[src/hdl/itr_pkg.sv]
// ----------------------------------------------------------------------------
// itr_pkg
// Shared types, character codes and helpers for the integer-to-text block.
// ----------------------------------------------------------------------------
`default_nettype none

package itr_pkg;

   localparam int VALUE_FIELD_BITS = 32;
   localparam int RADIX_BITS       = 5;
   localparam int DIGIT_BITS       = 5;
   localparam int CHAR_BITS        = 8;

   localparam logic [RADIX_BITS-1:0] RADIX_RESET  = 5'd10;
   localparam logic [RADIX_BITS-1:0] BASE_MIN     = 5'd2;
   localparam logic [RADIX_BITS-1:0] BASE_DEC     = 5'd10;
   localparam logic [RADIX_BITS-1:0] BASE_OCT     = 5'd8;
   localparam logic [RADIX_BITS-1:0] BASE_HEX     = 5'd16;

   localparam logic [CHAR_BITS-1:0] CHAR_ZERO  = 8'h30;  // '0'
   localparam logic [CHAR_BITS-1:0] CHAR_X     = 8'h78;  // 'x'
   localparam logic [CHAR_BITS-1:0] CHAR_MINUS = 8'h2D;  // '-'
   localparam logic [CHAR_BITS-1:0] CHAR_A     = 8'h41;  // 'A'
   localparam logic [DIGIT_BITS-1:0] DIGIT_TEN = 5'd10;

   typedef struct packed {
      logic [VALUE_FIELD_BITS-1:0] value;
      logic                        is_signed;
      logic                        force_hex;
   } req_type;

   typedef struct packed {
      logic [CHAR_BITS-1:0] character;
      logic                 last;
   } rsp_type;

   typedef enum logic [2:0] {
      ST_IDLE,
      ST_DIV,
      ST_SIGN,
      ST_PFX0,
      ST_PFXX,
      ST_DIG_WAIT,
      ST_DIG
   } itr_state_type;

   // digit value to ASCII, letters past nine in upper case
   function automatic logic [CHAR_BITS-1:0] digit_char(input logic [DIGIT_BITS-1:0] d);
      logic [CHAR_BITS-1:0] ext;
      ext = {{(CHAR_BITS-DIGIT_BITS){1'b0}}, d};
      if (d < DIGIT_TEN) begin
         return CHAR_ZERO + ext;
      end else begin
         return CHAR_A + ext - {{(CHAR_BITS-DIGIT_BITS){1'b0}}, DIGIT_TEN};
      end
   endfunction

endpackage

`default_nettype wire

[src/hdl/itr_divider.sv]
// ----------------------------------------------------------------------------
// itr_divider
// Bit-serial restoring divider: one quotient bit per cycle by a 5-bit divisor.
// ----------------------------------------------------------------------------
`default_nettype none

module itr_divider
   import itr_pkg::*;
#(
   parameter int VALUE_BITS = 32
) (
   input  wire logic                  clock,
   input  wire logic                  reset,
   input  wire logic                  start,
   input  wire logic [VALUE_BITS-1:0] dividend,
   input  wire logic [RADIX_BITS-1:0] divisor,
   output logic                       done,
   output logic [VALUE_BITS-1:0]      quotient,
   output logic [DIGIT_BITS-1:0]      remainder
);

   localparam int CW = $clog2(VALUE_BITS);

   logic [VALUE_BITS-1:0] q_ff, q_in;
   logic [DIGIT_BITS-1:0] r_ff, r_in;
   logic [RADIX_BITS-1:0] d_ff, d_in;
   logic [CW-1:0]         cnt_ff, cnt_in;
   logic                  busy_ff, busy_in;
   logic                  done_ff, done_in;

   logic [DIGIT_BITS:0]   trial;
   logic [DIGIT_BITS:0]   diff;
   logic                  ge;

   assign trial = {r_ff, q_ff[VALUE_BITS-1]};
   assign ge    = trial >= {1'b0, d_ff};
   assign diff  = trial - {1'b0, d_ff};

   always_comb begin
      q_in    = q_ff;
      r_in    = r_ff;
      d_in    = d_ff;
      cnt_in  = cnt_ff;
      busy_in = busy_ff;
      done_in = 1'b0;
      if (start) begin
         q_in    = dividend;
         r_in    = '0;
         d_in    = divisor;
         cnt_in  = '0;
         busy_in = 1'b1;
      end else if (busy_ff) begin
         q_in   = {q_ff[VALUE_BITS-2:0], ge};
         r_in   = ge ? diff[DIGIT_BITS-1:0] : trial[DIGIT_BITS-1:0];
         cnt_in = cnt_ff + CW'(1);
         if (cnt_ff == CW'(VALUE_BITS-1)) begin
            busy_in = 1'b0;
            done_in = 1'b1;
         end
      end
   end

   always_ff @(posedge clock) begin
      if (reset) begin
         busy_ff <= 1'b0;
         done_ff <= 1'b0;
         cnt_ff  <= '0;
      end else begin
         busy_ff <= busy_in;
         done_ff <= done_in;
         cnt_ff  <= cnt_in;
      end
      q_ff <= q_in;
      r_ff <= r_in;
      d_ff <= d_in;
   end

   assign done      = done_ff;
   assign quotient  = q_ff;
   assign remainder = r_ff;

endmodule

`default_nettype wire

[src/hdl/itr_digit_stack.sv]
// ----------------------------------------------------------------------------
// itr_digit_stack
// LIFO of digits: pushed least significant first, popped most significant
// first. Top entry read data is registered.
// ----------------------------------------------------------------------------
`default_nettype none

module itr_digit_stack
   import itr_pkg::*;
#(
   parameter int DEPTH = 32
) (
   input  wire logic                         clock,
   input  wire logic                         reset,
   input  wire logic                         push,
   input  wire logic [DIGIT_BITS-1:0]        push_digit,
   input  wire logic                         pop,
   output logic [$clog2(DEPTH+1)-1:0]        count,
   output logic [DIGIT_BITS-1:0]             top_digit
);

   localparam int AW    = $clog2(DEPTH);
   localparam int CNT_W = $clog2(DEPTH+1);

   logic [DIGIT_BITS-1:0] mem [DEPTH];
   logic [CNT_W-1:0]      count_ff, count_in;
   logic [CNT_W-1:0]      top_idx;
   logic [DIGIT_BITS-1:0] rd_ff;

   assign top_idx = count_ff - CNT_W'(1);

   always_comb begin
      count_in = count_ff;
      if (push) begin
         count_in = count_ff + CNT_W'(1);
      end else if (pop) begin
         count_in = count_ff - CNT_W'(1);
      end
   end

   always_ff @(posedge clock) begin
      if (reset) begin
         count_ff <= '0;
      end else begin
         count_ff <= count_in;
      end
   end

   always_ff @(posedge clock) begin
      if (push) begin
         mem[count_ff[AW-1:0]] <= push_digit;
      end
      rd_ff <= mem[top_idx[AW-1:0]];
   end

   assign count     = count_ff;
   assign top_digit = rd_ff;

endmodule

`default_nettype wire

[src/hdl/integer_to_radix_text.sv]
// ----------------------------------------------------------------------------
// integer_to_radix_text
// Converts one integer item into a stream of ASCII character items.
// ----------------------------------------------------------------------------
// Usage:
//   req_*  : one integer item (value, is_signed, force_hex), taken when
//            req_valid is high and req_stall is low. req_stall stays high
//            from the cycle after an accept until the last character has
//            been loaded into the output register.
//   rsp_*  : character items, most significant first; last marks the end.
//   csr_*  : radix register (reset 10); write only while the block is idle.
// Conversion:
//   Digits come from repeated division by the radix in a bit-serial divider,
//   least significant first, and are pushed onto a digit stack. The sign and
//   prefix characters are then emitted, and each digit passes through a wait
//   state (ST_DIG_WAIT) for the registered stack read before it is emitted.
// Reset clears the radix to 10, drops any item in flight and empties the
// output register. A stalled receiver holds the output register; character
// emission pauses on it and resumes once the character is taken.
// ----------------------------------------------------------------------------
`default_nettype none

module integer_to_radix_text
   import itr_pkg::*;
#(
   parameter int VALUE_BITS = 32
) (
   input  wire logic                  clock,
   input  wire logic                  reset,
   input  wire logic                  req_valid,
   output logic                       req_stall,
   input  wire req_type               req_data,
   output logic                       rsp_valid,
   input  wire logic                  rsp_stall,
   output rsp_type                    rsp_data,
   input  wire logic                  csr_wr_en,
   input  wire logic [RADIX_BITS-1:0] csr_wr_data
);

   localparam int CNT_W = $clog2(VALUE_BITS+1);

   // configuration
   logic [RADIX_BITS-1:0] radix_ff;

   // per-item control
   itr_state_type         state_ff, state_in;
   logic [RADIX_BITS-1:0] base_ff, base_in;
   logic                  neg_ff, neg_in;

   // output register
   logic                  rsp_valid_ff, rsp_valid_in;
   rsp_type               rsp_data_ff, rsp_data_in;

   // datapath
   logic                  accept;
   logic                  out_free;
   logic [VALUE_BITS-1:0] v_in;
   logic [VALUE_BITS-1:0] mag_in;
   logic                  neg_req;
   logic [RADIX_BITS-1:0] base_req;

   logic                  div_start;
   logic [VALUE_BITS-1:0] div_dividend;
   logic [RADIX_BITS-1:0] div_divisor;
   logic                  div_done;
   logic [VALUE_BITS-1:0] div_quot;
   logic [DIGIT_BITS-1:0] div_rem;

   logic                  push;
   logic                  pop;
   logic [CNT_W-1:0]      dig_count;
   logic [DIGIT_BITS-1:0] top_digit;

   logic                  emit;
   rsp_type               emit_item;
   logic                  has_prefix;
   logic                  quot_zero;

   assign accept   = req_valid && !req_stall;
   assign out_free = !rsp_valid_ff || !rsp_stall;

   // field is 32 bits; the integer itself is VALUE_BITS wide
   assign v_in = VALUE_BITS'(req_data.value);

   // force_hex wins over radix and sign; radix 0/1 fall back to decimal
   always_comb begin
      if (req_data.force_hex) begin
         base_req = BASE_HEX;
      end else if (radix_ff < BASE_MIN) begin
         base_req = BASE_DEC;
      end else begin
         base_req = radix_ff;
      end
   end

   assign neg_req = req_data.is_signed && !req_data.force_hex && v_in[VALUE_BITS-1];
   // most negative value negates to itself, which is the right magnitude
   assign mag_in  = neg_req ? (~v_in + VALUE_BITS'(1)) : v_in;

   assign has_prefix = (base_ff == BASE_OCT) || (base_ff == BASE_HEX);
   assign quot_zero  = (div_quot == '0);

   // ---------------------------------------------------------------- next state
   always_comb begin
      state_in = state_ff;
      case (state_ff)
         ST_IDLE: begin
            if (accept) begin
               state_in = ST_DIV;
            end
         end
         ST_DIV: begin
            if (div_done && quot_zero) begin
               if (neg_ff) begin
                  state_in = ST_SIGN;
               end else if (has_prefix) begin
                  state_in = ST_PFX0;
               end else begin
                  state_in = ST_DIG_WAIT;
               end
            end
         end
         ST_SIGN: begin
            if (out_free) begin
               state_in = has_prefix ? ST_PFX0 : ST_DIG_WAIT;
            end
         end
         ST_PFX0: begin
            if (out_free) begin
               state_in = (base_ff == BASE_HEX) ? ST_PFXX : ST_DIG_WAIT;
            end
         end
         ST_PFXX: begin
            if (out_free) begin
               state_in = ST_DIG_WAIT;
            end
         end
         ST_DIG_WAIT: begin
            state_in = ST_DIG;
         end
         ST_DIG: begin
            if (out_free) begin
               state_in = (dig_count == CNT_W'(1)) ? ST_IDLE : ST_DIG_WAIT;
            end
         end
         default: begin
            state_in = ST_IDLE;
         end
      endcase
   end

   // ------------------------------------------------------------------ outputs
   always_comb begin
      req_stall              = 1'b1;
      div_start              = 1'b0;
      div_dividend           = div_quot;
      div_divisor            = base_ff;
      push                   = 1'b0;
      pop                    = 1'b0;
      emit                   = 1'b0;
      emit_item.character    = CHAR_ZERO;
      emit_item.last         = 1'b0;
      case (state_ff)
         ST_IDLE: begin
            req_stall    = 1'b0;
            div_start    = accept;
            div_dividend = mag_in;
            div_divisor  = base_req;
         end
         ST_DIV: begin
            // each remainder is the next digit up; keep dividing until zero
            push      = div_done;
            div_start = div_done && !quot_zero;
         end
         ST_SIGN: begin
            emit                = out_free;
            emit_item.character = CHAR_MINUS;
         end
         ST_PFX0: begin
            emit                = out_free;
            emit_item.character = CHAR_ZERO;
         end
         ST_PFXX: begin
            emit                = out_free;
            emit_item.character = CHAR_X;
         end
         ST_DIG_WAIT: begin
            // stack read data settles during this cycle
         end
         ST_DIG: begin
            emit                = out_free;
            pop                 = out_free;
            emit_item.character = digit_char(top_digit);
            emit_item.last      = (dig_count == CNT_W'(1));
         end
         default: begin
         end
      endcase
   end

   // per-item settings latched at accept
   assign base_in = accept ? base_req : base_ff;
   assign neg_in  = accept ? neg_req  : neg_ff;

   // output register: load on emit, clear once taken
   always_comb begin
      rsp_data_in = rsp_data_ff;
      if (emit) begin
         rsp_valid_in = 1'b1;
         rsp_data_in  = emit_item;
      end else if (rsp_stall) begin
         rsp_valid_in = rsp_valid_ff;
      end else begin
         rsp_valid_in = 1'b0;
      end
   end

   always_ff @(posedge clock) begin
      if (reset) begin
         state_ff     <= ST_IDLE;
         rsp_valid_ff <= 1'b0;
         radix_ff     <= RADIX_RESET;
      end else begin
         state_ff     <= state_in;
         rsp_valid_ff <= rsp_valid_in;
         if (csr_wr_en) begin
            radix_ff <= csr_wr_data;
         end
      end
      base_ff     <= base_in;
      neg_ff      <= neg_in;
      rsp_data_ff <= rsp_data_in;
   end

   itr_divider #(
      .VALUE_BITS(VALUE_BITS)
   ) u_divider (
      .clock    (clock),
      .reset    (reset),
      .start    (div_start),
      .dividend (div_dividend),
      .divisor  (div_divisor),
      .done     (div_done),
      .quotient (div_quot),
      .remainder(div_rem)
   );

   itr_digit_stack #(
      .DEPTH(VALUE_BITS)
   ) u_stack (
      .clock     (clock),
      .reset     (reset),
      .push      (push),
      .push_digit(div_rem),
      .pop       (pop),
      .count     (dig_count),
      .top_digit (top_digit)
   );

   assign rsp_valid = rsp_valid_ff;
   assign rsp_data  = rsp_data_ff;

endmodule

`default_nettype wire

[config.mk]
export PLATFORM = sky130hd
export DESIGN_NAME = integer_to_radix_text
export DESIGN_NICKNAME = d
export VERILOG_FILES = /design/src/hdl/itr_pkg.sv /design/src/hdl/itr_divider.sv /design/src/hdl/itr_digit_stack.sv /design/src/hdl/integer_to_radix_text.sv
export SDC_FILE = /design/constraint.sdc
export NUM_CORES = 1
export LEC_CHECK = 0
export ABC_AREA = 0
export ABC_CLOCK_PERIOD_IN_PS = 3900
export BUFFER_PORTS_ARGS = -buffer_cell sky130_fd_sc_hd__clkbuf_2
export CORE_ASPECT_RATIO = 0.75
export CORE_MARGIN = 2
export CORE_UTILIZATION = 30
export DETAILED_ROUTE_END_ITERATION = 12
export HOLD_SLACK_MARGIN = 0.02
export PLACE_DENSITY = 0.55
export SYNTH_ARGS = -nofsm -noshare
export SYNTH_HDL_FRONTEND = slang
export SYNTH_SLANG_ARGS = --single-unit
[constraint.sdc]
create_clock -name clock -period 3.9 [get_ports clock]
set_input_delay 0.585 -clock clock [delete_from_list [all_inputs] [get_ports clock]]
set_output_delay 0.585 -clock clock [all_outputs]
set_load 0.005 [all_outputs]
==> flow_summary.yaml <==
final_layout:
  area_growth_pct: 15.12
  diodes: 0
  layout_commonest_cell: "edfxtp_1"
  seqCellArea_sq_mm: 0.006978
  finalNonFillerCells: 1298
  nets: 874
  multi_input_area_sq_mm: 0.003731
  drive_gt1_share_pct: 21.97
  final_cell_mix: "edfxtp_1, nor2_1, clkbuf_2, mux4_2, a21oi_1"
  fillers: 3411
place:
  io_buffers: 53
  dpl.hpwl_um: 16540
  pre_cts_ws_ns: 0.8767
  gp_congestion: 0.7976
  dp.cells: 1254
global_route:
  globalRouteMet3Util_pct: 2.718
  met2_usage_pct: 18.17
  use_met1_pct: 19.81
  track_usage_pct: 12.75
  grt_max_degree: 47
  grt.busiest_layer: "met1"
  antenna_found_initial: 0
  grt_overflow: 0
  grt_pass1_vias: 6373
  grt_pass1_wl_um: 37420
clocking:
  htree_levels: 1
  cts_resized: 0
  cts_sinks: 243
  cts-root-buf: "clkbuf_16"
  numCtsBuffers: 24
  clk_path_buf_depth: 3
  cts_tree: "done"
  ctsHoldBuffers: 0
  clk_latency_ns: 0.53
  postCtsSetupRepairBufs: 0
  path_clk_slew_ns: 0.06
yosys:
  ys_warn_count: 0
  syn-cell-area_sq_mm: 0.01096
  ys_dominant_reg_cell: "edfxtp_1"
  synth_edf_count: 211
  synth_fp_nets: 818
  netlist.top_cell.by_area: "edfxtp_1"
  synth.distinct_cells: 61
  async_flop_share_pct: 0
  netlist_top_cells_area: "edfxtp_1, mux4_2, dfxtp_1"
  ys_seq_area_share_pct: 63.64
  syn_area_per_cell_sq_um: 14.44
  synth_cells: 759
  yosys_register_bits: 243
  synth_top_area_share_pct: 57.80
floorplanning:
  core_area_sq_mm: 0.03596
  num_io_pins: 55
  initial_core_util_pct: 30.49
  fp.dieH_um: 169.6
  die_w_um: 224.7
  rows: 60
  die-area_sq_mm: 0.03810
sta:
  period_needed_ns: 2.927
  setup_slack_ns: 0.9725
  worst_pin_slew_ns: 0.9065
  skew_ns: 0.01480
  fin_setup_tns_ns: 0
  rsz0062_at_grt: "no"
  post-route-period-util_pct: 75.06
  finalSetupViolations: 0
  fmax_ghz: 0.3416
  max_slew_margin_pct: 39.56
  finalHoldViolations: 0
  finalMaxSlewViolations: 0
drt:
  route.detailed.drc: 0
  wl_per_cell_um: 18.89
  viasPerCell: 4.996
  routed_wl_um: 24520
  firstDrtPassIters: 4
  drtAntennaViolNets: 0
  vias: 6485
  drt_iter0_drc: 444
min_path:
  hp-start: "csr_wr_data[1]"
  hold_path_class: "input port to register"
worst_setup_path:
  slowest_stage: "nor4_1"
  worstPathRequired_ns: 4.07
  cp_max_fo: 32
  crit_start: "u_divider.quotient[7]$_DFFE_PP_"
  critical_path_class: "register to register"
  rr_startpoint: "u_divider.quotient[7]$_DFFE_PP_"
  critPathArrivalTime_ns: 3.10
  cpPeakStageDelay_ns: 0.66
  crit_chain: "nor4_1 -> nand4_1 -> o21a_1 -> nor2_2 -> buf_4"
  setup.worst_path.start_class: "register"
  critPathCaptureType: "register"
power_and_ir_drop:
  swShare_pct: 25.17
  pwr-share-comb_pct: 13.5
  vdd_drop_max_uv: 249.7
  clkPwrFrac_pct: 37.1
  powerDensity_mw_per_mm2: 530.4
  p_leak_nw: 4.091
  p_seq_share_pct: 49.3
  p_int_mw: 5.009
  total_power_mw: 6.694
  p_sw_mw: 1.685
job:
  cap_violations: 0
run_status:
  status: "complete, no violations"
-- stage by stage --
stage          hold slack [ns]  util, %  cell area [sq um]
6_report                0.2701    35.10              12620
2_1_floorplan           0.4517        -              10960
3_3_place_gp            0.4716    32.73              11770
4_1_cts                 0.2535    35.10              12620
3_5_place_dp            0.5087    32.73              11770
5_1_grt                 0.2589    35.10              12620
-- sequential cells by signal, indices dropped and copies added (netlist names) --
name and count:
base_ff 5, u_stack.count 6, rsp_valid 1, neg_ff 1
u_stack.top_digit 5, state_ff 3, radix_ff 5, u_divider.quotient 32
u_divider.cnt_ff 5, u_stack.mem 160, u_divider.busy_ff 1, u_divider.done 1
u_divider.d_ff 5, u_divider.remainder 5, rsp_data 8
-- logic make-up (layout without fill, tap and decap cells) --
kind of cell	Yosys count	count (layout)	share of synthesized area, %
mux	70	70	12.35
buf+inv	63	137	2.351
flops	243	243	63.64
fa+ha+maj	15	15	1.780
other cells	1	1	0.03421
compound gates	111	111	6.631
simple gates	218	218	10.18
xor+xnor	38	38	3.036
-- power groups by stage --
stage               Sequential, mW  Clock [mW]  Combinational, mW
CTS                           3.30        2.53              0.916
global placement              3.36           0              0.894
finish                        3.30        2.49              0.906
floorplan                     3.41           0              0.479
detailed placement            3.36           0              0.911
global route                  3.32        2.63               1.01
-- worst paths after layout --
kind | cells past startpoint | slack, ns | end
max | 5 | 0.97 | u_divider.quotient[6]$_DFFE_PP_
min | 2 | 0.27 | radix_ff[1]$_SDFFE_PP1P_
max reg2reg | 5 | 0.97 | u_divider.quotient[6]$_DFFE_PP_
min reg2reg | 2 | 0.53 | radix_ff[4]$_SDFFE_PP0P_
-- cells in the mapped netlist (5+ instances only) --
cell      instances
nand2b_1         11
mux4_2           47
nor2_1           70
nor3_1           33
mux2i_1           7
a31oi_1          10
or4_1             8
inv_1            22
nor2b_1           5
nand2_1          29
nor4_1           14
or3_1            12
xor2_1            7
buf_2             8
nand3b_1          5
mux2_2           13
a21oi_1          41
ha_1             14
o31ai_1           5
nand3_1           5
xnor2_1          31
clkbuf_1         27
nor3b_1           5
dfxtp_1          32
or2_2             5
nand4_1           6
edfxtp_1        211
o21ai_0          16
-- layer usage --
| layer | share of wire [%] | routed length [um] |
|---|---|---|
| met1 | 51 | 12600 |
| met2 | 42 | 10270 |
| met3 | 5.7 | 1390 |
| met4 | 1.0 | 257 |
| met5 | 0 | 0 |
-- critical path, delay by kind of cell (launching register included) --
kind            cells  cell delay (ns)
simple gates        3             1.18
compound gates      1             0.57
buf+inv             1             0.40
flops               1             0.40
-- area by class of cell --
type                    instances  area share [%]
clock buffers                  31           5.453
clock inverters                13           1.289
inverters                      23          0.6840
multi-input cells             453           29.56
flip-flops and latches        243           55.29
well taps                     465           4.610
repair buffers                 70           3.113
Power figures use the tool's default switching activity.
